$ cat config.mk
export PLATFORM = sky130hd
export DESIGN_NAME = csbc_div_cell
export DESIGN_NICKNAME = d
export VERILOG_FILES = /design/src/rtl/core/assert_macros.svh /design/src/rtl/core/csbc_pkg.sv /design/src/rtl/core/csbc_div_cell.sv
export SDC_FILE = /design/constraint.sdc
export NUM_CORES = 1
export LEC_CHECK = 0
export BUFFER_PORTS_ARGS = -buffer_cell sky130_fd_sc_hd__clkbuf_2
export CORE_AREA = 3 3 173 175
export DETAILED_ROUTE_END_ITERATION = 8
export DIE_AREA = 0 0 176 178
export SYNTH_ARGS = -nofsm -noshare
export SYNTH_HDL_FRONTEND = slang
export SYNTH_SLANG_ARGS = --single-unit
$ cat constraint.sdc
create_clock -name i_clk -period 3.92 [get_ports i_clk]
set_clock_uncertainty 0.15 [all_clocks]
set_input_delay 0.196 -clock i_clk [delete_from_list [all_inputs] [get_ports i_clk]]
set_output_delay 0.196 -clock i_clk [all_outputs]
set_load 0.05 [all_outputs]
$ cat src/rtl/core/assert_macros.svh
// Assertion helpers shared by the RTL.
`ifndef ASSERT_MACROS_SVH
`define ASSERT_MACROS_SVH

`ifndef NO_ASSERTIONS

`define ASSERT_IMPL(lbl, clk, rstn, pre, post) \
    lbl: assert property (@(posedge clk) disable iff (!(rstn)) (pre) |-> (post)) \
        else $error("same-cycle check failed");

`define ASSERT_NEXT(lbl, clk, rstn, pre, post) \
    lbl: assert property (@(posedge clk) disable iff (!(rstn)) (pre) |=> (post)) \
        else $error("next-cycle check failed");

`else

`define ASSERT_IMPL(lbl, clk, rstn, pre, post)

`define ASSERT_NEXT(lbl, clk, rstn, pre, post)

`endif

`endif

$ cat src/rtl/core/csbc_pkg.sv
`default_nettype none

package csbc_pkg;

    localparam int VW  = 20;
    localparam int LW  = 19;
    localparam int NCH = 3;
    localparam int IW  = 2;

    localparam logic [LW-1:0] LIMIT_RESET = 19'd65536;

    localparam logic signed [VW-1:0] VAL_MAX = {1'b0, {(VW-1){1'b1}}};
    localparam logic signed [VW-1:0] VAL_MIN = {1'b1, {(VW-1){1'b0}}};

    typedef enum logic [IW-1:0] {
        REG_LIMIT_RED   = 2'd0,
        REG_LIMIT_GREEN = 2'd1,
        REG_LIMIT_BLUE  = 2'd2
    } t_reg_idx;

    typedef struct packed {
        logic [NCH-1:0][VW-1:0] lo;
        logic [NCH-1:0][VW-1:0] hi;
    } t_pair;

    typedef struct packed {
        logic cross_z;
        logic mvhi_z;
        logic cross_l;
        logic mvhi_l;
    } t_flags;

    function automatic logic [VW:0] mag21(input logic signed [VW:0] v);
        logic [VW:0] r;
        r = v[VW] ? (VW+1)'(0) - v : v;
        return r;
    endfunction

endpackage

`default_nettype wire

$ cat src/rtl/core/csbc_div_cell.sv
`default_nettype none

module csbc_div_cell #(
    parameter int QW = 17
) (
    input  logic                   i_clk,
    input  logic                   i_rst_n,
    input  logic                   i_en,
    input  logic                   i_valid,
    input  csbc_pkg::t_pair        i_pair,
    input  csbc_pkg::t_flags       i_flags,
    input  logic [csbc_pkg::VW:0]  i_den,
    input  logic [csbc_pkg::VW:0]  i_rem_z,
    input  logic [csbc_pkg::VW:0]  i_rem_l,
    input  logic                   i_bit_z,
    input  logic                   i_bit_l,
    input  logic [QW-1:0]          i_q_z,
    input  logic [QW-1:0]          i_q_l,
    output logic                   o_valid,
    output csbc_pkg::t_pair        o_pair,
    output csbc_pkg::t_flags       o_flags,
    output logic [csbc_pkg::VW:0]  o_den,
    output logic [csbc_pkg::VW:0]  o_rem_z,
    output logic [csbc_pkg::VW:0]  o_rem_l,
    output logic [QW-1:0]          o_q_z,
    output logic [QW-1:0]          o_q_l
);
    import csbc_pkg::*;

    logic [VW+1:0] sh_z, sh_l, dx, df_z, df_l;
    logic          ge_z, ge_l;

    // one restoring step per division
    always_comb begin
        sh_z = {i_rem_z, i_bit_z};
        sh_l = {i_rem_l, i_bit_l};
        dx   = {1'b0, i_den};
        ge_z = sh_z >= dx;
        ge_l = sh_l >= dx;
        df_z = ge_z ? sh_z - dx : sh_z;
        df_l = ge_l ? sh_l - dx : sh_l;
    end

    always_ff @(posedge i_clk) begin
        if (!i_rst_n) begin
            o_valid <= 1'b0;
        end else if (i_en) begin
            o_valid <= i_valid;
        end
    end

    always_ff @(posedge i_clk) begin
        if (i_en) begin
            o_pair  <= i_pair;
            o_flags <= i_flags;
            o_den   <= i_den;
            o_rem_z <= df_z[VW:0];
            o_rem_l <= df_l[VW:0];
            o_q_z   <= {i_q_z[QW-2:0], ge_z};
            o_q_l   <= {i_q_l[QW-2:0], ge_l};
        end
    end

endmodule

`default_nettype wire

-- Word level (Yosys, flattened, before mapping)
Cells that the tools add are included.
- flip-flop bits (word level): 222
- output and inout bits: 222
- word-level logic and storage cells: 22
- $add $sub $neg: 2
- magnitude comparators: 2
- muxes and demuxes: 2
- operator list (kind ; count):
    22-bit by 21-bit >= comparator with 1-bit output ; 2
    21-bit two-way mux ; 2
    21-bit subtractor ; 2

-- Logic depth before layout (Yosys ltp)
- depth after elaboration: 2
- gate-level depth with buffers: 13
- mapped depth without buffers: 11

-- Worst setup path before layout
Ideal clock, no wire load.
- path kind: in2reg
- start point: in i_bit_z
- end point: reg o_rem_z[19] in the netlist's numbering, data pin
- data arrival time: 2.190 ns
- slack: 1.324 ns
- cell stages on the path: 13
- cell sequence: inv_1 ha_1 inv_1 fa_1 a21oi_1 o211ai_1 a211o_1 o21ai_0 o311a_1 buf_6 buf_6 a41oi_2 a22o_1
- cells in the longest elaborated chain, start to end: 2
- elaborated cells between the ends (all ways): 3
- ends and longest elaborated chain (what ; RTL line ; text):
    from (decl) ; csbc_div_cell.sv:15 ; input logic i_bit_z,
    21-bit subtractor / 22-bit by 21-bit >= comparator with 1-bit output (equally long branches) ; csbc_div_cell.sv:40, csbc_div_cell.sv:38 ;
    21-bit two-way mux (*) ; csbc_div_cell.sv:40 ; df_z = ge_z ? sh_z - dx : sh_z;
    via df_z[19] ; csbc_div_cell.sv:30 ; logic [VW+1:0] sh_z, sh_l, dx, df_z, df_l;
    to (signal assigned) ; csbc_div_cell.sv:57 ; o_rem_z <= df_z[VW:0];
    to (decl) ; csbc_div_cell.sv:23 ; output logic [csbc_pkg::VW:0] o_rem_z,
Mark *: on every way through the listed nets, which the timed path passes. The rest lies on a longest branch.
A chain may end at the register's enable or synchronous reset.

-- Worst setup path in the final report
- start point: in i_den[0] in the netlist's numbering
- end point: reg o_rem_z[18] in the netlist's numbering, data pin
- cells in the longest elaborated chain, start to end: 2
- elaborated cells between the ends (all ways): 3
- ends and longest elaborated chain (what ; RTL line ; text):
    from (decl) ; csbc_div_cell.sv:12 ; input logic [csbc_pkg::VW:0] i_den,
    21-bit subtractor / 22-bit by 21-bit >= comparator with 1-bit output (equally long branches) ; csbc_div_cell.sv:40, csbc_div_cell.sv:38 ;
    21-bit two-way mux (*) ; csbc_div_cell.sv:40 ;
    via df_z[18] ; csbc_div_cell.sv:30 ;
Marks and branches as above.

==> parameters.txt <==
Parameter                              Value

Route
  Residual DRC ... 0
  Routed Wire Length ... 33800 µm
  Wire length per cell ... 19.7 µm
  Detail-routed via count per cell ... 4.69
  Number of DRC violations after detailed-routing iteration 0 ... 412
  Post-route antenna net violation count ... 0
  Count of vias placed by the detailed router ... 8036
  First-pass DRT Iterations ... 5

STA
  Shortest period the worst path allows ... 3.34 ns
  Final total negative setup slack ... 0 ns
  Final slew viol count ... 0
  Setup Viol. Count Final ... 0
  Max Clock Freq ... 299 MHz
  Smallest hold slack ... 0.0129 ns
  Number of failing hold endpoints at the final stage ... 0
  Slew margin rel. ... 0.278
  Transition at the pin with the smallest max-transition slack ... 1.08 ns
  Post-route fraction of the period consumed by the critical path ... 0.853
  RSZ-0062 raised after global routing ... no

Synth
  Post-synth cell types ... 61
  Post-synth design cell area ... 0.00940 mm²
  Area contributors post-synth ... sky130_fd_sc_hd__edfxtp_1 71%, sky130_fd_sc_hd__ha_1 5.6%, sky130_fd_sc_hd__a21oi_1 2.4%
  Post-Synthesis Cells ... 628
  Yosys warns ... 0
  Most used standard cell by instance count after synthesis ... sky130_fd_sc_hd__edfxtp_1
  Sequential element share of the synthesized area ... 0.708
  EDFF count, synth ... 221
  Library cell with the largest summed area after synthesis ... sky130_fd_sc_hd__edfxtp_1
  Seq cells post-synth ... 222
  Average cell area after synthesis ... 15.0 µm²
  Share of synthesized flip-flops with an asynchronous set or reset ... 0
  Commonest cells in the netlist ... 221 x sky130_fd_sc_hd__edfxtp_1, 45 x sky130_fd_sc_hd__a21oi_1, 42 x sky130_fd_sc_hd__ha_1
  Number of nets produced by synthesis ... 899
  Most instantiated flip-flop cell in the synthesis netlist ... sky130_fd_sc_hd__edfxtp_1
  Area share of the leading cell type in the synthesized netlist ... 0.706

Flow run
  Count of max-cap constraint violations ... 0

Global routing
  Tot GR Track Use ... 0.203
  Vias in the first global route ... 8097
  Congestion Overflow GR ... 0
  First-pass GRT wire length ... 48800 µm
  Maximum number of pins on one net before global-route repair ... 82
  Number of antenna violations at the first check in global routing ... 4

Die
  Die height ... 178 µm
  Number of placement rows ... 62
  Effective utilization at floorplan ... 0.328
  Core Footprint ... 0.0286 mm²
  Die footprint ... 0.0313 mm²
  Number of top-level design ports ... 449
  Die outline width ... 176 µm

Outcome
  Outcome ... finished clean

Worst setup path
  Setup crit end kind ... flip-flop
  Worst path arrival time ... 3.46 ns
  Nature of the critical path startpoint ... primary input
  CP Launch Point ... i_den[0]
  Category of the most critical setup path ... primary input to flip-flop
  Number of cells traversed by the worst register-to-register path ... 3
  Reg2Reg Launch Point ... o_valid$_SDFFE_PN0P_
  Setup slack of the most critical reg-to-reg path ... 2.63 ns
  Required time reported for the critical path endpoint ... 4.03 ns
  Worst reg2reg path endpoint ... o_valid$_SDFFE_PN0P_
  Highest net fanout along the worst path ... 3

Clock network
  Root buf cell ... sky130_fd_sc_hd__clkbuf_16
  H-tree depth ... 1
  Total clock buffers created by CTS ... 25
  Clock sink total ... 222
  Clock slew seen by the registers of the worst setup and hold paths ... 0.06 ns
  TritonCTS clock tree ... built
  Clock Latency Late Sink ... 0.52 ns
  Max clock buf depth ... 3
  Total setup buffers inserted after CTS ... 0

Finish
  Final std cells w/o fill ... 1714
  Area growth, synth to finish ... 61.4%
  Filler Cells Inserted ... 2385
  Fraction of final layout cells sized beyond drive strength 1 ... 0.384
  Final net count ... 1583

Power
  Total power ... 7300 µW
  Cell Pwr Density ... 481 mW/mm²
  Leakage power ... 0.00661 µW
  Peak supply drop ... 284 µV

Place
  Port bufs ... 446
  Post-detail-place hpwl ... 24300 µm
  Placed Cells incl. Taps ... 1447
  Routability-driven placement congestion ratio ... 0.906

Hold path
  Number of instances on the worst hold path ... 1
  Hold-critical path endpoint ... o_pair[65]$_DFFE_PP_
  Min-delay worst type ... primary input to flip-flop
  Hold path startpoint ... i_en
==> layout by cell type (no fill, tap or decap), types with 25 or more instances in the layout <==
cell	Yosys	routed
sky130_fd_sc_hd__a21oi_1	45	45
sky130_fd_sc_hd__clkbuf_16	0	25
sky130_fd_sc_hd__clkbuf_2	2	445
sky130_fd_sc_hd__dlygate4sd3_1	0	222
sky130_fd_sc_hd__edfxtp_1	221	221
sky130_fd_sc_hd__ha_1	42	42
sky130_fd_sc_hd__inv_1	35	35
sky130_fd_sc_hd__nand2_1	38	38
sky130_fd_sc_hd__nor2_1	32	32
sky130_fd_sc_hd__o21ai_0	36	36
==> critical path, cell delays in order <==
cell and delay, ns:
sky130_fd_sc_hd__dlygate4sd3_1 0.55, sky130_fd_sc_hd__clkbuf_2 0.15, sky130_fd_sc_hd__ha_1 0.17, sky130_fd_sc_hd__inv_1 0.05
sky130_fd_sc_hd__fa_1 0.42, sky130_fd_sc_hd__a21oi_1 0.21, sky130_fd_sc_hd__o211ai_1 0.15, sky130_fd_sc_hd__a211o_1 0.31
sky130_fd_sc_hd__o21ai_0 0.22, sky130_fd_sc_hd__o21a_1 0.21, sky130_fd_sc_hd__xor2_1 0.15, sky130_fd_sc_hd__o21ai_0 0.08
sky130_fd_sc_hd__dlygate4sd3_1 0.59
==> power by group <==
part           switching [µW]  leakage, µW  internal (µW)
Clock                     969     0.000420           1500
Sequential               65.9      0.00217           2880
Combinational            1320      0.00402            571
Total                    2360      0.00661           4950
==> how the worst max path moves through the flow <==
stage,slack (ns),endpoint
global placement,0.68,o_rem_l[11]$_DFFE_PP_
CTS,0.63,o_rem_z[18]$_DFFE_PP_
detailed placement,0.65,o_rem_l[12]$_DFFE_PP_
global route,0.28,o_rem_l[12]$_DFFE_PP_
finish,0.58,o_rem_z[18]$_DFFE_PP_
floorplan,1.32,o_rem_z[19]$_DFFE_PP_
==> layer usage <==
layer / global-route usage / vias up / wire length [µm]
met4: 0.0683 / 6 / 1270
li1: - / 3782 / -
met5: 0 / - / 37
met3: 0.0524 / 76 / 2600
met1: 0.236 / 3819 / 12900
met2: 0.364 / 353 / 17000
==> cells by family (layout without fill, tap and decap cells) <==
family / after synthesis / in the layout / share of synthesized area
and+or+nand+nor: 113 / 113 / 0.0563
AOI/OAI and AO/OA: 149 / 149 / 0.103
adders and majority gates: 44 / 44 / 0.0602
DFF: 222 / 222 / 0.708
muxes: 14 / 14 / 0.0165
xor gates and xnor gates: 34 / 34 / 0.0317
other: 0 / 1 / 0
buffers and inverters: 52 / 753 / 0.0242
==> state kept, by name, indices dropped and copies added, names as in the netlist <==
| register | count |
|---|---|
| o_den | 21 |
| o_flags | 4 |
| o_pair | 120 |
| o_q_l | 17 |
| o_q_z | 17 |
| o_rem_l | 21 |
| o_rem_z | 21 |
| o_valid | 1 |
==> per-stage QoR <==
| stage | utilization | setup WS, ns | cell area (µm²) |
|---|---|---|---|
| floorplan | - | 1.32 | 9400 |
| global placement | 0.422 | 0.679 | 12100 |
| detailed placement | 0.422 | 0.652 | 12100 |
| CTS | 0.530 | 0.631 | 15200 |
| global route | 0.530 | 0.276 | 15200 |
| finish | 0.530 | 0.575 | 15200 |
==> layout make-up <==
cell class	instances	area [µm²]	area share
Sequential cell	222	6660	0.439
Inverter	36	135	0.00891
Timing Repair Buffer	673	4530	0.298
Multi-Input combinational cell	354	2520	0.166
Clock inverter	18	228	0.0150
Antenna cell	1	2.50	0.000165
Clock buffer	26	629	0.0415
Tap cell	384	480	0.0317
==> timing repair <==
action,4_1_cts,5_1_grt
hold endpoints to repair,220,0
gates resized for setup,0,0
hold buffers,222,0
(Power assumes the default switching activity.)
