<file path="src/rtl/core/assert_macros.svh">
// Assertion helpers shared by the RTL.
`ifndef ASSERT_MACROS_SVH
`define ASSERT_MACROS_SVH

`ifndef NO_ASSERTIONS

`define ASSERT_IMPL(lbl, clk, rstn, pre, post) \
    lbl: assert property (@(posedge clk) disable iff (!(rstn)) (pre) |-> (post)) \
        else $error("same-cycle check failed");

`define ASSERT_NEXT(lbl, clk, rstn, pre, post) \
    lbl: assert property (@(posedge clk) disable iff (!(rstn)) (pre) |=> (post)) \
        else $error("next-cycle check failed");

`else

`define ASSERT_IMPL(lbl, clk, rstn, pre, post)

`define ASSERT_NEXT(lbl, clk, rstn, pre, post)

`endif

`endif

</file>
<file path="src/rtl/core/csbc_pkg.sv">
`default_nettype none

package csbc_pkg;

    localparam int VW  = 20;
    localparam int LW  = 19;
    localparam int NCH = 3;
    localparam int IW  = 2;

    localparam logic [LW-1:0] LIMIT_RESET = 19'd65536;

    localparam logic signed [VW-1:0] VAL_MAX = {1'b0, {(VW-1){1'b1}}};
    localparam logic signed [VW-1:0] VAL_MIN = {1'b1, {(VW-1){1'b0}}};

    typedef enum logic [IW-1:0] {
        REG_LIMIT_RED   = 2'd0,
        REG_LIMIT_GREEN = 2'd1,
        REG_LIMIT_BLUE  = 2'd2
    } t_reg_idx;

    typedef struct packed {
        logic [NCH-1:0][VW-1:0] lo;
        logic [NCH-1:0][VW-1:0] hi;
    } t_pair;

    typedef struct packed {
        logic cross_z;
        logic mvhi_z;
        logic cross_l;
        logic mvhi_l;
    } t_flags;

    function automatic logic [VW:0] mag21(input logic signed [VW:0] v);
        logic [VW:0] r;
        r = v[VW] ? (VW+1)'(0) - v : v;
        return r;
    endfunction

endpackage

`default_nettype wire

</file>
<file path="src/rtl/core/csbc_move_cell.sv">
`default_nettype none

module csbc_move_cell #(
    parameter int FB  = 16,
    parameter bit LIM = 1'b0
) (
    input  logic             i_clk,
    input  logic             i_rst_n,
    input  logic             i_en,
    input  logic             i_valid,
    input  csbc_pkg::t_pair  i_pair,
    input  csbc_pkg::t_flags i_flags,
    input  logic [FB:0]      i_q_z,
    input  logic [FB:0]      i_q_l,
    output logic             o_valid,
    output csbc_pkg::t_pair  o_pair,
    output csbc_pkg::t_flags o_flags,
    output logic [FB:0]      o_q_z,
    output logic [FB:0]      o_q_l
);
    import csbc_pkg::*;

    localparam int TW = FB + 2;
    localparam int DW = VW + 1;
    localparam int PW = DW + TW;
    localparam int SW = PW + 2 - FB;
    localparam logic signed [TW-1:0] ONE  = TW'(1) << FB;
    localparam logic signed [PW:0]   HALF = (PW + 1)'(1) << (FB - 1);

    logic                   mvhi_a, cross_b, mvhi_b;
    logic signed [TW-1:0]   t;
    logic signed [DW-1:0]   d     [NCH];
    logic signed [PW-1:0]   prod  [NCH];

    logic                   r_v1;
    t_pair                  r_pair1;
    t_flags                 r_flags1;
    logic [FB:0]            r_qz1, r_ql1;
    logic signed [PW-1:0]   r_p1  [NCH];

    logic signed [PW:0]     biased;
    logic signed [PW-FB:0]  rnd;
    logic signed [SW-1:0]   sum;
    logic signed [VW-1:0]   tg;
    t_pair                  pair_n;

    // stage 1: signed factor and products
    always_comb begin
        mvhi_a = LIM ? i_flags.mvhi_l : i_flags.mvhi_z;
        t = signed'({1'b0, (LIM ? i_q_l : i_q_z)});
        if (mvhi_a) begin
            t = t - ONE;
        end
        for (int c = 0; c < NCH; c++) begin
            d[c] = signed'({i_pair.hi[c][VW-1], i_pair.hi[c]})
                 - signed'({i_pair.lo[c][VW-1], i_pair.lo[c]});
            prod[c] = PW'(d[c]) * PW'(t);
        end
    end

    always_ff @(posedge i_clk) begin
        if (!i_rst_n) begin
            r_v1    <= 1'b0;
            o_valid <= 1'b0;
        end else if (i_en) begin
            r_v1    <= i_valid;
            o_valid <= r_v1;
        end
    end

    always_ff @(posedge i_clk) begin
        if (i_en) begin
            r_pair1  <= i_pair;
            r_flags1 <= i_flags;
            r_qz1    <= i_q_z;
            r_ql1    <= i_q_l;
            for (int c = 0; c < NCH; c++) begin
                r_p1[c] <= prod[c];
            end
        end
    end

    // stage 2: round half up, add, saturate
    always_comb begin
        cross_b = LIM ? r_flags1.cross_l : r_flags1.cross_z;
        mvhi_b  = LIM ? r_flags1.mvhi_l : r_flags1.mvhi_z;
        pair_n  = r_pair1;
        biased  = '0;
        rnd     = '0;
        sum     = '0;
        tg      = '0;
        for (int c = 0; c < NCH; c++) begin
            biased = signed'({r_p1[c][PW-1], r_p1[c]}) + HALF;
            rnd    = biased[PW:FB];
            tg     = signed'(mvhi_b ? r_pair1.hi[c] : r_pair1.lo[c]);
            sum    = SW'(tg) + SW'(rnd);
            if (sum > SW'(VAL_MAX)) begin
                tg = VAL_MAX;
            end else if (sum < SW'(VAL_MIN)) begin
                tg = VAL_MIN;
            end else begin
                tg = sum[VW-1:0];
            end
            if (cross_b) begin
                if (mvhi_b) begin
                    pair_n.hi[c] = tg;
                end else begin
                    pair_n.lo[c] = tg;
                end
            end
        end
    end

    always_ff @(posedge i_clk) begin
        if (i_en) begin
            o_pair  <= pair_n;
            o_flags <= r_flags1;
            o_q_z   <= r_qz1;
            o_q_l   <= r_ql1;
        end
    end

endmodule

`default_nettype wire

</file>
<file path="config.mk">
export PLATFORM = sky130hd
export DESIGN_NAME = csbc_move_cell
export DESIGN_NICKNAME = d
export VERILOG_FILES = /design/src/rtl/core/assert_macros.svh /design/src/rtl/core/csbc_pkg.sv /design/src/rtl/core/csbc_move_cell.sv
export SDC_FILE = /design/constraint.sdc
export NUM_CORES = 2
export LEC_CHECK = 0
export ABC_CLOCK_PERIOD_IN_PS = 9410
export BUFFER_PORTS_ARGS = -buffer_cell sky130_fd_sc_hd__buf_2
export CORE_UTILIZATION = 45
export DETAILED_ROUTE_END_ITERATION = 16
export PLACE_DENSITY = 0.71
export SYNTH_ARGS = -nofsm -noshare
export SYNTH_HDL_FRONTEND = slang
export SYNTH_SLANG_ARGS = --single-unit
</file>
<file path="constraint.sdc">
create_clock -name i_clk -period 9.41 [get_ports i_clk]
set_input_delay 0.4705 -clock i_clk [delete_from_list [all_inputs] [get_ports i_clk]]
set_output_delay 0.4705 -clock i_clk [all_outputs]
set_load 0.01 [all_outputs]
</file>
After elaboration in Yosys (flattened, before gate mapping). Memories as Yosys holds them, arrays and structs flattened. Cells that the tools add are included.

Bitwise logic cells: 0. Equality and inequality tests: 0. Divide/modulo/power cells: 0. Mux-type cells: 24. Multipliers: 3. Add/subtract/negate cells: 10. Reductions and logical operators: 0. Shift-type cells: 0. Order comparisons: 6.

Operators with widths (count): $mux W20 (21); $add A39 B17 Y40 const B (3); $mul A21 B18 Y39 (3); $add A20 B24 Y25 (3); $gt A25 B20 Y1 const B (3); $lt A25 B20 Y1 const B (3); $sub A20 B20 Y21 (3); $mux W18 (1); $sub A17 B17 Y18 const B (1); $mux W1 (2).

Bits in latches: 0. Register bits: 318. Output and inout port bits: 159. Bits in writable memories: 117. Word-level logic and storage cells: 70. Memories: 1. Memory bits (read-only): 0. Bits of input ports: 162.

Memory list: r_p1 (words 3, width 39, rd ports 3, clocked after memory_dff 0, write ports 3, line csbc_move_cell.sv:39) `logic signed [PW-1:0] r_p1 [NCH];`.

Depth between registers and ports, before layout.
Word-level depth: 7. Mapped depth: 38. Mapped depth without buffers: 37.

Least setup slack after synthesis. OpenSTA, ideal clock, no wires.

Kind: input-to-reg. Start: input port i_pair[20] in the netlist's numbering. End: memory r_p1[0][74] in the netlist's numbering, data pin. Required time: 9152 ps. Stages on the path: 34. Arrival time: 8353 ps. Path buffers: 1. Library setup time: 258 ps. Slack: 799 ps. Cell sequence: inv_1 ha_1 fa_1 nor2b_1 o21ai_0 a21oi_1 o21ai_0 a211oi_1 nor2_1 o21ai_0 a21o_1 xor2_1 clkbuf_1 nand2_1 fa_1 fa_1 fa_1 fa_1 inv_1 fa_1 inv_1 fa_1 inv_1 ha_1 a211oi_1 nor2_1 nor4_1 o32ai_1 a21oi_1 a211oi_1 a311oi_1 o211ai_1 a21oi_1 xnor2_1.

RTL lines: start: declaration (line csbc_move_cell.sv:11) `input csbc_pkg::t_pair i_pair,`; end: declaration (line csbc_move_cell.sv:39).

==> impl_metrics.toml <==
[logic_synthesis]
netlist_instances = 6314
synthMuxAreaShare_pct = 1.26
avgSynthCellArea_um2 = 9.76
synth_top_family_by_area = "adder cells"
yosys_warnings = 0
synth.area.top_cells = "fa_1 (37%), edfxtp_1 (19%), ha_1 (8.5%)"
syn_area_mm2 = 0.0616
yosysSeqAreaShare_pct = 19.0
synthSimpleGateAreaFrac_pct = 14.0
netlist.area_leader.share_pct = 36.8
synth_top_area_cell = "fa_1"
synth_edf_count = 388
synth-adder-area-share_pct = 45.3
synth_cell_types = 94
ys_ff_latch = 390
synth_xor_area_share_pct = 3.63
synth_flop_cell = "edfxtp_1"
synth-async-reset-ratio_pct = 0
synth_fp_nets = 8028
synth_compound_area_share_pct = 6.86

[sta]
drv_slew = 0
min_period_ns = 8.96
layout_setup_ws_ns = 0.451
finalHoldWorstSlack_ns = 0.0351
worst_slew_pin_slew_ns = 1.16
finalHoldViolCount = 0
max_slew_margin_pct = 22.8
fmax_mhz = 112
finalCritPeriodShare_pct = 95.2
setup_viol = 0
fin_skew_ns = 0.0326

[clock_tree]
numCtsBuffers = 50
clkSinkCount = 390
clk_latency_ns = 0.67
h-tree-depth = 2
clk_path_buf_depth = 3
cts_root_buffer = "clkbuf_16"
cts_tree = "done"
clk_pin_slew_ns = 0.06
postCtsSetupRepairBufs = 0

[critical_path]
r2r_slack_ns = 3.18
crit_path_max_incr_delay_ns = 0.55
crit_required_ns = 9.78
rr_startpoint = "r_p1[0][57]"
path_class = "primary input to flip-flop"
startpoint = "i_pair[60]"
rr_worst_depth = 18
crit_path_start_kind = "primary input"
reg2reg_to = "o_pair[21]"
cp_max_fo = 6
cp_data_arrival_time_ns = 9.33
crit_end = "r_p1[0][38]"
worst_setup_path_end_kind = "flip-flop"
slowest_stage = "dlygate4sd3_1"
crit_top_cell = "fa_1"

[route]
via_per_inst = 5.34
drc_errors = 0
vias = 45300
drtAntennaViolNets = 0
drtIter0Drc = 3407
wl_per_cell_um = 19.6
dr.pass1.iters = 6
drt-total-wl_mm = 167

[placed_design]
gp_congestion = 0.935
pre_cts_slack_ns = -0.0633
io_buffers = 320
place_hpwl_mm = 132

[floorplan]
core_area_mm2 = 0.136
initial_core_util_pct = 45.5
pin_count = 321
std_cell_rows = 135
die_y_um = 372
die_area_mm2 = 0.138
die_x_um = 372

[global_route]
grt_pass1_wl_mm = 265
antenna_found_initial = 10
first_global_vias = 48100
grt.overflow.total = 0
grt_max_degree = 159
grt_usage_pct = 24.7

[layout]
nNetsFinal = 8374
area_growth_pct = 10.6
drive_gt1_share_pct = 10.5
post-route-util_pct = 50.3

[outcome]
status = "completed"

[run]
cap_violations = 0

[worst_hold_path]
min_path_type = "primary input to flip-flop"
## flip-flops by register name, summed over array words and instances (netlist names)
signal    cells
r_pair1     120
o_q_l        17
r_qz1        17
o_q_z        17
r_p1         72
o_pair      120
cross_b       1
o_valid       1
r_ql1        17
mvhi_b        1
r_flags1      2
o_flags       4
r_v1          1
## worst max-delay path: cells and delay by family
family	cells	cell delay, ns
fa+ha+maj	9	3.95
compound gates	11	2.24
simple gates	6	1.24
buf+inv	7	1.08
xor+xnor	2	0.33
## layout make-up
class	count	area (um^2)
antenna	4	10.0
clock buffer	56	1290
clock inverter	34	280
fill	12200	67500
inverter	1380	5180
multi-input combinational	4296	43900
sequential	390	11700
tap	1781	2230
timing repair buffer	542	3560
## layout by cell type, fill, tap and decap left out, types with 44 or more instances in the layout
cell type and count:
nor2_1 205, a21o_1 54, buf_4 153, xnor2_1 174
dlygate4sd3_1 62, mux2_2 59, nor2b_1 128, inv_1 1379
and3_1 47, nand3_1 62, o21ai_0 133, nor3_1 44
and2_1 351, nand2b_1 55, nand2_1 815, edfxtp_1 388
ha_1 417, clkbuf_16 51, a21oi_1 143, fa_1 1134
buf_2 316, xor2_1 76
## cells in the mapped netlist, types with 5 or more instances
| library cell | instances |
|---|---|
| nor2b_1 | 129 |
| a31oi_1 | 32 |
| a211oi_1 | 17 |
| clkbuf_1 | 228 |
| xor2_1 | 76 |
| o311ai_2 | 8 |
| and2_1 | 350 |
| o21bai_1 | 24 |
| edfxtp_1 | 388 |
| ha_1 | 418 |
| and4_1 | 10 |
| nand2b_1 | 56 |
| and3_1 | 47 |
| nor2_1 | 205 |
| a21oi_1 | 146 |
| o21ai_0 | 135 |
| o31ai_1 | 6 |
| or2_2 | 19 |
| a21oi_2 | 10 |
| nor3_1 | 45 |
| mux2_2 | 59 |
| o311ai_0 | 21 |
| o21ai_1 | 23 |
| mux2i_1 | 11 |
| a21o_1 | 54 |
| nand3_1 | 62 |
| buf_2 | 13 |
| nor4_1 | 7 |
| xnor2_1 | 178 |
| nand2_1 | 816 |
| o311ai_1 | 5 |
| nand4_1 | 23 |
| fa_1 | 1134 |
| a21boi_0 | 6 |
| o211ai_1 | 29 |
| or3_1 | 6 |
| inv_1 | 1379 |
| o21a_1 | 31 |
## cells by family (layout without fill, tap and decap cells)
| family | after synthesis | count (layout) |
|---|---|---|
| AO/OA/AOI/OAI | 623 | 623 |
| XOR/XNOR | 255 | 255 |
| adder cells (fa/ha/maj) | 1552 | 1552 |
| buffers and inverters | 1628 | 2012 |
| flip-flops | 390 | 390 |
| multiplexers | 70 | 70 |
| other | 0 | 4 |
| AND/OR/NAND/NOR | 1796 | 1796 |
## worst min path at each step
| stage | to | slack (ns) | from | cells past startpoint |
|---|---|---|---|---|
| 2_1_floorplan | o_flags[0] | 0.40 | r_flags1[0] | 0 |
| 3_3_place_gp | o_q_l[12] | 0.40 | r_ql1[12] | 0 |
| 3_5_place_dp | o_q_z[6] | 0.40 | r_qz1[6] | 0 |
| 4_1_cts | r_pair1[52] | 0.0007 | i_pair[52] | 1 |
| 5_1_grt | r_pair1[34] | 0.01 | i_pair[34] | 1 |
| 6_report | r_pair1[105] | 0.04 | i_pair[105] | 1 |
## layer usage
layer | global-route usage [%] | routed length, um
met2 | 41.6 | 81000
met1 | 32.8 | 68400
met3 | 3.76 | 12600
met4 | 7.19 | 4760
met5 | 0 | 13
## timing repair
item | in CTS | in global routing
gates resized for setup | 0 | 21
endpoints found under the hold margin | 62 | 0
hold buffers | 62 | 0
setup endpoints to repair | 0 | 25
## stage by stage
step | TNS, ns | cells | cell area (um^2)
after floorplan | 0 | 6314 | 61600
after global placement | 0 | 8327 | 65900
after detailed placement | -0.0633 | 8327 | 65900
after CTS | 0 | 8479 | 68100
after global routing | -0.0407 | 8481 | 68200
final | 0 | 8483 | 68200
Power is not shown: default switching activity piles up to over one toggle a cycle in this logic, so the estimate is an artifact.
