==> src/rtl/core/assert_macros.svh <==
// Assertion helpers shared by the RTL.
`ifndef ASSERT_MACROS_SVH
`define ASSERT_MACROS_SVH

`ifndef NO_ASSERTIONS

`define ASSERT_IMPL(lbl, clk, rstn, pre, post) \
    lbl: assert property (@(posedge clk) disable iff (!(rstn)) (pre) |-> (post)) \
        else $error("same-cycle check failed");

`define ASSERT_NEXT(lbl, clk, rstn, pre, post) \
    lbl: assert property (@(posedge clk) disable iff (!(rstn)) (pre) |=> (post)) \
        else $error("next-cycle check failed");

`else

`define ASSERT_IMPL(lbl, clk, rstn, pre, post)

`define ASSERT_NEXT(lbl, clk, rstn, pre, post)

`endif

`endif

==> src/rtl/core/csbc_pkg.sv <==
`default_nettype none

package csbc_pkg;

    localparam int VW  = 20;
    localparam int LW  = 19;
    localparam int NCH = 3;
    localparam int IW  = 2;

    localparam logic [LW-1:0] LIMIT_RESET = 19'd65536;

    localparam logic signed [VW-1:0] VAL_MAX = {1'b0, {(VW-1){1'b1}}};
    localparam logic signed [VW-1:0] VAL_MIN = {1'b1, {(VW-1){1'b0}}};

    typedef enum logic [IW-1:0] {
        REG_LIMIT_RED   = 2'd0,
        REG_LIMIT_GREEN = 2'd1,
        REG_LIMIT_BLUE  = 2'd2
    } t_reg_idx;

    typedef struct packed {
        logic [NCH-1:0][VW-1:0] lo;
        logic [NCH-1:0][VW-1:0] hi;
    } t_pair;

    typedef struct packed {
        logic cross_z;
        logic mvhi_z;
        logic cross_l;
        logic mvhi_l;
    } t_flags;

    function automatic logic [VW:0] mag21(input logic signed [VW:0] v);
        logic [VW:0] r;
        r = v[VW] ? (VW+1)'(0) - v : v;
        return r;
    endfunction

endpackage

`default_nettype wire

==> src/rtl/core/csbc_setup_cell.sv <==
`default_nettype none

module csbc_setup_cell #(
    parameter int CH = 0
) (
    input  logic                   i_clk,
    input  logic                   i_rst_n,
    input  logic                   i_en,
    input  logic                   i_valid,
    input  csbc_pkg::t_pair        i_pair,
    input  logic [csbc_pkg::LW-1:0] i_limit,
    output logic                   o_valid,
    output csbc_pkg::t_pair        o_pair,
    output csbc_pkg::t_flags       o_flags,
    output logic [csbc_pkg::VW:0]  o_den,
    output logic [csbc_pkg::VW:0]  o_rem_z,
    output logic [csbc_pkg::VW:0]  o_rem_l,
    output logic                   o_bit_z,
    output logic                   o_bit_l
);
    import csbc_pkg::*;

    logic signed [VW:0] l0, h0, th;
    logic [VW:0]        num_z, num_l, den;
    logic               above_l, above_h;
    t_flags             flags;

    always_comb begin
        l0      = signed'({i_pair.lo[CH][VW-1], i_pair.lo[CH]});
        h0      = signed'({i_pair.hi[CH][VW-1], i_pair.hi[CH]});
        th      = signed'({2'b00, i_limit});
        above_l = l0 > th;
        above_h = h0 > th;
        num_z   = mag21(l0);
        num_l   = mag21(th - l0);
        den     = mag21(h0 - l0);
        flags.cross_z = l0[VW] ^ h0[VW];
        flags.mvhi_z  = !l0[VW];
        flags.cross_l = above_l ^ above_h;
        flags.mvhi_l  = !above_l;
    end

    always_ff @(posedge i_clk) begin
        if (!i_rst_n) begin
            o_valid <= 1'b0;
        end else if (i_en) begin
            o_valid <= i_valid;
        end
    end

    // the first divide cell rejoins the whole numerator; later cells shift in zeros
    always_ff @(posedge i_clk) begin
        if (i_en) begin
            o_pair  <= i_pair;
            o_flags <= flags;
            o_den   <= den;
            o_rem_z <= num_z >> 1;
            o_rem_l <= num_l >> 1;
            o_bit_z <= num_z[0];
            o_bit_l <= num_l[0];
        end
    end

endmodule

`default_nettype wire

==> config.mk <==
export PLATFORM = sky130hd
export DESIGN_NAME = csbc_setup_cell
export DESIGN_NICKNAME = d
export VERILOG_FILES = /design/src/rtl/core/assert_macros.svh /design/src/rtl/core/csbc_pkg.sv /design/src/rtl/core/csbc_setup_cell.sv
export SDC_FILE = /design/constraint.sdc
export NUM_CORES = 1
export LEC_CHECK = 0
export ABC_AREA = 1
export BUFFER_PORTS_ARGS = -buffer_cell sky130_fd_sc_hd__buf_4
export CAP_MARGIN = 20
export CELL_PAD_IN_SITES_DETAIL_PLACEMENT = 0
export CELL_PAD_IN_SITES_GLOBAL_PLACEMENT = 1
export CORE_UTILIZATION = 41
export DETAILED_ROUTE_END_ITERATION = 10
export PLACE_DENSITY = 0.85
export SYNTH_ARGS = -nofsm -noshare
export SYNTH_HDL_FRONTEND = slang
export SYNTH_SLANG_ARGS = --single-unit
export TNS_END_PERCENT = 1
==> constraint.sdc <==
create_clock -name i_clk -period 3.5 [get_ports i_clk]
set_input_delay 0.175 -clock i_clk [delete_from_list [all_inputs] [get_ports i_clk]]
set_output_delay 0.175 -clock i_clk [all_outputs]
set_load 0.02 [all_outputs]
* Word-level counts from Yosys, hierarchy flattened
Index checks and enable logic that the tools add are counted. W data, S select, Z words.
Storage, ports and cells: register bits 188, input bits 143, output and inout port bits 190, word-level logic and storage cells 33
Cells by class: $add $sub $neg 5, magnitude comparators 2, muxes and demuxes 3, bitwise gates (word level) 2, reductions and logical operators 2
Operators with widths (number):
- $sub A1 B21 Y21 const A | 2
- $sub A20 B20 Y21 | 2
- $gt A20 B20 Y1 | 2
- $mux W20 | 2
- $sub A1 B20 Y21 const A | 1
- $mux W19 | 1
- $logic_not A1 Y1 | 2
- $xor A1 B1 Y1 | 2

* Depth between registers and ports, before layout
Gate-level depths: netlist of the first run.
word-level depth 3, mapped depth 20, gate-level depth less buffers 19

* Worst setup path after synthesis of the first run
Ideal clock, no wire load.
kind input-to-reg, from input port i_pair[0] (netlist bit), to register o_den[18] (netlist bit), data pin, library setup time 0.249 ns, arrival time 2.109 ns, data required time 3.251 ns, setup slack 1.142 ns, stages on the path 16, path buffers 0, cells stage by stage inv_1 ha_1 fa_1 ha_1 a21boi_1 nand3_1 nor2_1 nand3_1 nor2_2 nand2_2 nor2_2 nand3_1 nand2_1 nand2_1 nand2_1 inv_1
Between the ends: longest elaborated chain between the ends 3
RTL lines:
- from (decl) | line csbc_setup_cell.sv:10 | input csbc_pkg::t_pair i_pair,
- $sub A20 B20 Y21 * | line csbc_setup_cell.sv:36 | den = mag21(h0 - l0);
- $sub A1 B21 Y21 | line csbc_pkg.sv:35 | r = v[VW] ? (VW+1)'(0) - v : v;
- $mux W20 * | line csbc_pkg.sv:35
- via den[18] | line csbc_setup_cell.sv:24 | logic [VW:0] num_z, num_l, den;
- to (signal assigned) | line csbc_setup_cell.sv:56 | o_den <= den;
- to (decl) | line csbc_setup_cell.sv:15 | output logic [csbc_pkg::VW:0] o_den,
Mark *: on every way through the listed nets, which the timed path passes. The rest lies on a longest branch. A chain may end at the register's enable or synchronous reset.

* Worst setup path in the final report of the first run
from input port i_pair[60] (netlist bit), to register o_rem_l[18] (netlist bit), data pin
Between the ends: longest elaborated chain between the ends 3
RTL lines:
- $sub A20 B20 Y21 * | line csbc_setup_cell.sv:35 | num_l = mag21(th - l0);
- $sub A1 B21 Y21 | line csbc_pkg.sv:35
- $mux W20 * | line csbc_pkg.sv:35
- via num_l[19] | line csbc_setup_cell.sv:24
- to (signal assigned) | line csbc_setup_cell.sv:58 | o_rem_l <= num_l >> 1;
- to (decl) | line csbc_setup_cell.sv:17 | output logic [csbc_pkg::VW:0] o_rem_l,
Marked as above.

==> results of run 1 <==
==> Yosys cell counts, types with 2 or more instances <==
master | n | share of area (%)
a21oi_1 | 50 | 2.4
and2_1 | 5 | 0.31
buf_4 | 3 | 0.22
buf_6 | 2 | 0.22
clkbuf_1 | 2 | 0.073
edfxtp_1 | 186 | 55
fa_1 | 2 | 0.39
ha_1 | 61 | 7.5
inv_1 | 154 | 5.6
inv_2 | 2 | 0.073
nand2_1 | 279 | 10
nand2_2 | 23 | 1.4
nand2_4 | 4 | 0.44
nand3_1 | 67 | 3.3
nand3_2 | 4 | 0.39
nand3b_1 | 11 | 0.81
nand4_1 | 16 | 0.98
nor2_1 | 69 | 2.5
nor2_2 | 7 | 0.43
nor2_4 | 3 | 0.33
nor3_1 | 11 | 0.54
nor4_1 | 3 | 0.18
o211ai_1 | 2 | 0.15
o21ai_0 | 23 | 1.1
o21ai_1 | 2 | 0.098
o21ai_2 | 3 | 0.26
o21bai_1 | 2 | 0.15
o31ai_1 | 2 | 0.15
xnor2_1 | 12 | 1.0
xor2_1 | 36 | 3.1
==> worst min-delay path by stage <==
stage                             to  depth (start not counted)  slack [ns]
after floorplan              o_valid                          1        0.27
after global placement    o_pair[84]                          1        0.35
after detailed placement  o_pair[84]                          1        0.35
after CTS                 o_pair[61]                          1       0.004
after global routing      o_pair[79]                          2        0.23
final                     o_pair[79]                          2        0.24
==> flip-flops by register name, summed over array words and instances, names as in the netlist <==
register  count
o_pair      120
o_flags       4
o_valid       1
o_den        21
o_rem_l      20
o_rem_z      20
o_bit_l       1
==> final cells by class <==
type,instances,area [um2]
fill,2079,9438
sequential,187,5605
multi-input combinational,709,3996
timing repair buffer,454,3730
inverter,158,595.6
clock buffer,17,425.4
tap,324,405.4
clock inverter,15,192.7
antenna,1,2.502
==> power groups by stage <==
| stage | Sequential, W | Clock (W) | Combinational, W |
|---|---|---|---|
| after floorplan | 0.00319 | 0 | 0.000731 |
| after global placement | 0.00287 | 0 | 0.00180 |
| after detailed placement | 0.00288 | 0 | 0.00181 |
| after CTS | 0.00283 | 0.00206 | 0.00193 |
| after global routing | 0.00286 | 0.00212 | 0.00210 |
| final | 0.00284 | 0.00201 | 0.00193 |
==> per-stage QoR <==
stage | cell area, um2 | std cells | util [%] | setup WS, ns
floorplan | 10250 | 1061 | - | 1.142
global placement | 13120 | 1711 | 53.80 | 0.8647
detailed placement | 13120 | 1711 | 53.80 | 0.8232
CTS | 14940 | 1863 | 61.25 | 0.7278
global route | 14950 | 1865 | 61.31 | 0.4624
finish | 14950 | 1865 | 61.31 | 0.7082
==> cells by family after synthesis <==
| logic type | Yosys count |
|---|---|
| buf+inv | 165 |
| compound gates | 88 |
| other cells | 1 |
| simple gates | 505 |
| fa+ha+maj | 63 |
| flops | 187 |
| xor+xnor | 49 |
==> critical path: stages <==
cell and delay [ns]:
dlygate4sd3_1 0.53, buf_4 0.16, ha_1 0.25, fa_1 0.42, inv_1 0.10, nand3_1 0.08
nand2_2 0.13, nand2_1 0.08, nand2_2 0.10, nand2_1 0.08, nand2_1 0.06, nand2_1 0.05
nand2_1 0.11, nand2_1 0.09, nor2_1 0.17, nand3_1 0.12, nand2_2 0.10, nand2_1 0.05
nand2_1 0.05, nand2_1 0.05
==> routing by layer <==
metal	part of all wire, %	track usage, %
met5	0	0
met4	1.9	6.537
met3	6.1	5.532
met2	50	45.53
met1	42	31.69
==> summary.txt, run 1 <==
Layout
  – Final-stage net count: 1733
  – Layout cells sized above 1: 27.14%
  – Area growth syn-to-layout: 46.05%
  – Most common cell after layout, fill and taps aside: buf_4
  – Most frequent cells in the layout: 331 x buf_4, 279 x nand2_1, 186 x edfxtp_1

Critical path
  – Worst Setup End Kind: flip-flop
  – FF-to-FF End: o_valid
  – Worst setup SP type: input pin
  – Crit-path max FO: 5
  – R2R Path Start: o_valid
  – CP Class: input pin to flip-flop
  – Crit path capture: o_rem_l[18]
  – WP data arrival: 2.98 ns
  – Setup slack, reg-to-reg: 2.30 ns
  – Required time of the critical path: 3.69 ns
  – R2R cell count: 3
  – Worst setup path start: i_pair[60]

CTS
  – CTS tree: built
  – Hold buffers post-CTS: 120
  – Clk_lat worst skew: 0.43 ns
  – CTS max path bufs: 2
  – Number of CTS-inserted buffers: 17
  – Root Driver: clkbuf_16
  – CTS clk-pin slew, worst paths: 0.07 ns
  – CTS Sinks: 187
  – PostCTS Resize Cnt: 0
  – H-tree Lvls: 4
  – Postcts setup bufs: 0

Synthesis
  – Fraction of the mapped netlist area in compound gates: 4.668%
  – Ys async rst share: 0%
  – Post-Syn Area: 10240 um2
  – Adder and majority gate portion of the synthesized area: 7.846%
  – Largest family of logic cells by synthesized area: simple AND/OR/NAND/NOR gates
  – Sequential fraction of the synthesis area: 54.75%
  – Synth warn: 0
  – Mux cell area share after synthesis: 0%
  – Post-synthesis xor/xnor area fraction: 4.265%
  – Yosys cell types: 42
  – Number of synthesized flops with an enable pin: 186
  – Syn Inst Count: 1058
  – Dominant synthesized flop cell: edfxtp_1
  – Post-Synth Simple-Gate Area: 22.11%
  – Syn avg cell area: 9.677 um2
  – #FFs+latches synth: 187

Placement
  – Placer congestion estimate: 0.8769
  – Dpl hpwl: 24670 um
  – I/O Buffers: 330

GRT
  – Number of global-route vias before repair: 8762
  – First-pass GRT wire length: 49740 um
  – Total GRT Usage: 25.71%
  – Largest net degree at the start of global routing: 85
  – Overflow after GRT: 0
  – Initial antenna violation count: 1

Power
  – Worst vdd ir: 0.2905 mV
  – Switch share: 33.10%
  – Comb power frac: 28.5%
  – P_int: 0.004534 W
  – Lkg Pwr: 7.036 nW
  – Clock power share: 29.6%
  – NetSw: 0.002243 W
  – Tot Pwr: 0.006778 W
  – Sequential power share: 41.9%
  – Power Density: 453.3 nW/um2

Routing
  – Vias per std cell: 4.851
  – DR vias: 9047
  – Final antenna-violating net count: 0
  – Number of DRC markers in iteration 0: 427
  – Initial DRT Pass Iterations: 5
  – DRC errors left: 0
  – Wire length per cell: 17.84 um
  – Routed WL: 33270 um

Die
  – Die height: 160.0 um
  – CORE AREA: 24390 um2
  – Die area: 25610 um2
  – I/O Pins: 333
  – Site row count: 57
  – Initial Utilization: 41.98%
  – Die Wd: 160.0 um

Timing
  – Final setup viols: 0
  – Final period util: 79.77%
  – Setup tns final: 0 ns
  – Hold Worst Slack: 0.2356 ns
  – RSZ-0062 raised after global routing: false
  – Pins Over Slew Limit: 0
  – Min Tclk post-route: 2.792 ns
  – Slew @ Worst Pin: 0.7276 ns
  – Max Clock Skew: 0 ns
  – Worst rel slew slack: 51.49%
  – Fin. Hold Viols: 0
  – FMAX: 358.2 MHz

Status
  – Status: finished clean

Min path
  – HP Start: i_pair[79]
  – Hold crit path type: input pin to flip-flop

Job
  – Max_cap viols: 0
Note: power is estimated with default switching activity, not from simulation.
==> run 2: changes to the inputs <==
- CORE_UTILIZATION: 41 -> 35
- PLACE_DENSITY: 0.85 -> 0.77
- clock period: 3.5 -> 2.4 ns (I/O delays scaled with it)
==> summary.txt, run 2 (synthesis gave the netlist of run 1 again) <==
CTS
  – H-tree Lvls: 4
  – Clk_lat worst skew: 0.43 ns
  – Root Driver: clkbuf_16
  – CTS max path bufs: 2
  – CTS tree: built
  – Number of CTS-inserted buffers: 17
  – CTS clk-pin slew, worst paths: 0.07 ns
  – CTS Sinks: 187

Critical path
  – Worst setup SP type: input pin
  – R2R Path Start: o_valid
  – Required time of the critical path: 2.60 ns
  – CP cell instances: dlygate4sd3_1 -> buf_4 -> ha_4 -> inv_2 -> nand2_2 -> nand2_2 -> nand2_2 -> nor2_2 -> nand3_2 -> nor2_4 -> nand3_2 -> nor3_4 -> nand3b_4 -> nand2_4 -> nand2_1 -> nand2_1 -> nand2_1
  – CP Class: input pin to flip-flop
  – R2R cell count: 3
  – WP data arrival: 2.48 ns
  – FF-to-FF End: o_valid
  – Buf/Inv on CP: 3
  – Worst path max stage delay: 0.54 ns
  – Slowest CP cell: dlygate4sd3_1
  – CP top delay family: simple AND/OR/NAND/NOR gates
  – Setup slack, reg-to-reg: 1.21 ns
  – Worst setup path start: i_pair[2]
  – Worst Setup End Kind: flip-flop
  – Crit-path max FO: 7

Min path
  – Hold path endpoint: o_pair[68]
  – HP Start: i_pair[68]
  – WHS Path Cells: 2
  – Hold crit path type: input pin to flip-flop

Layout
  – Fillers: 2525
  – Layout cells sized above 1: 34.93%
  – Final-stage net count: 1805
  – Max FFs per register: 120
  – Post-layout util: 55.61%
  – Largest Register: o_pair
  – Most common cell after layout, fill and taps aside: buf_4
  – Most frequent cells in the layout: 405 x buf_4, 257 x nand2_1, 186 x edfxtp_1
  – Regs by FF count: o_pair: 120 flops, o_den: 21 flops
  – Area growth syn-to-layout: 55.88%
  – Cell area after layout: 15960 um2

Placement
  – Placed cell area: 13740 um2
  – Worst slack, placed: -0.1700 ns
  – I/O Buffers: 330
  – Dpl hpwl: 25940 um
  – Placer congestion estimate: 0.8558

Status
  – Status: finished clean

Routing
  – DR vias: 9241
  – Vias per std cell: 4.627
  – Routed WL: 34080 um
  – Initial DRT Pass Iterations: 7
  – Final antenna-violating net count: 0
  – DRC errors left: 0
  – Wire length per cell: 17.06 um
  – Number of DRC markers in iteration 0: 526

Timing
  – Final setup viols: 0
  – FMAX: 438.6 MHz
  – Pins Over Slew Limit: 0
  – Max Clock Skew: 0 ns
  – Slew @ Worst Pin: 0.5764 ns
  – Setup tns final: 0 ns
  – Final period util: 95.00%
  – Worst Slack Setup Final: 0.1201 ns
  – Min Tclk post-route: 2.280 ns
  – Hold Worst Slack: 0.02569 ns
  – Fin. Hold Viols: 0
  – Worst rel slew slack: 61.58%

Die
  – Die height: 173.0 um
  – Initial Utilization: 35.67%
  – I/O Pins: 333
  – Die Wd: 173.0 um
  – CORE AREA: 28700 um2
  – Site row count: 62
  – Die area: 29940 um2

Power
  – Power Density: 636.2 nW/um2
  – Worst vdd ir: 0.4399 mV
  – Lkg Pwr: 7.420 nW

GRT
  – Number of global-route vias before repair: 9213
  – Overflow after GRT: 0
  – Initial antenna violation count: 1
  – Total GRT Usage: 22.57%
  – Largest net degree at the start of global routing: 66
  – First-pass GRT wire length: 51380 um

Job
  – Max_cap viols: 0
## run 2: changes by cell type in the layout (fill, tap and decap cells not counted), moves of 4 or more
| cell | previous run | this run |
|---|---|---|
| nand2_2 | 23 | 45 |
| nand3_1 | 67 | 60 |
| a21oi_1 | 50 | 43 |
| buf_4 | 331 | 405 |
| ha_4 | 0 | 15 |
| ha_1 | 61 | 45 |
| a21oi_2 | 1 | 8 |
| nor2_2 | 7 | 15 |
| nand3_2 | 4 | 10 |
| nor2_1 | 69 | 57 |
| nand2_1 | 279 | 257 |
| nor2_4 | 3 | 7 |
## run 2: how the worst max path moves through the flow
stage                              to  slack [ns]  cells past startpoint
after global routing        o_den[19]       -0.03                     17
after global placement    o_rem_l[17]       -0.14                     17
after floorplan             o_den[18]         0.1                     16
final                       o_den[19]        0.12                     17
after CTS                   o_den[19]       0.002                     14
after detailed placement    o_den[18]       -0.17                     17
## run 2: routing by layer
metal	vias to the layer above	global-route usage (%)	share of wire, %
li1	4601	-	-
met1	4286	27.87	42
met2	304	38.69	50
met3	50	4.793	5.5
met4	0	8.370	3.0
met5	-	0	0
## run 2: power by group
part           switching [W]  internal [W]
clock network        0.00147       0.00141
logic                0.00176       0.00138
registers           0.000109       0.00403
## run 2: cell type report
type                       count  area, um2  share of cell area (%)
inverter                     158      598.1                   3.747
timing repair buffer         526       4275                   26.79
antenna                        1      2.502                 0.01568
sequential                   187       5605                   35.12
clock inverter                15      171.4                   1.074
multi-input combinational    709       4402                   27.58
tap                          384      480.5                   3.010
clock buffer                  17      425.4                   2.665
## run 2: metrics by stage
| stage | total power (W) | instances |
|---|---|---|
| 2_1_floorplan | 0.005719 | 1061 |
| 3_3_place_gp | 0.007019 | 1842 |
| 3_5_place_dp | 0.007046 | 1842 |
| 4_1_cts | 0.01010 | 1991 |
| 5_1_grt | 0.01065 | 1997 |
| 6_report | 0.01015 | 1997 |
## run 2: what timing repair did
item,4_1_cts,5_1_grt
hold endpoints to repair,118,2
resized for setup,0,94
buffers inserted,0,5
setup endpoints to repair,0,20
hold buffers,117,2
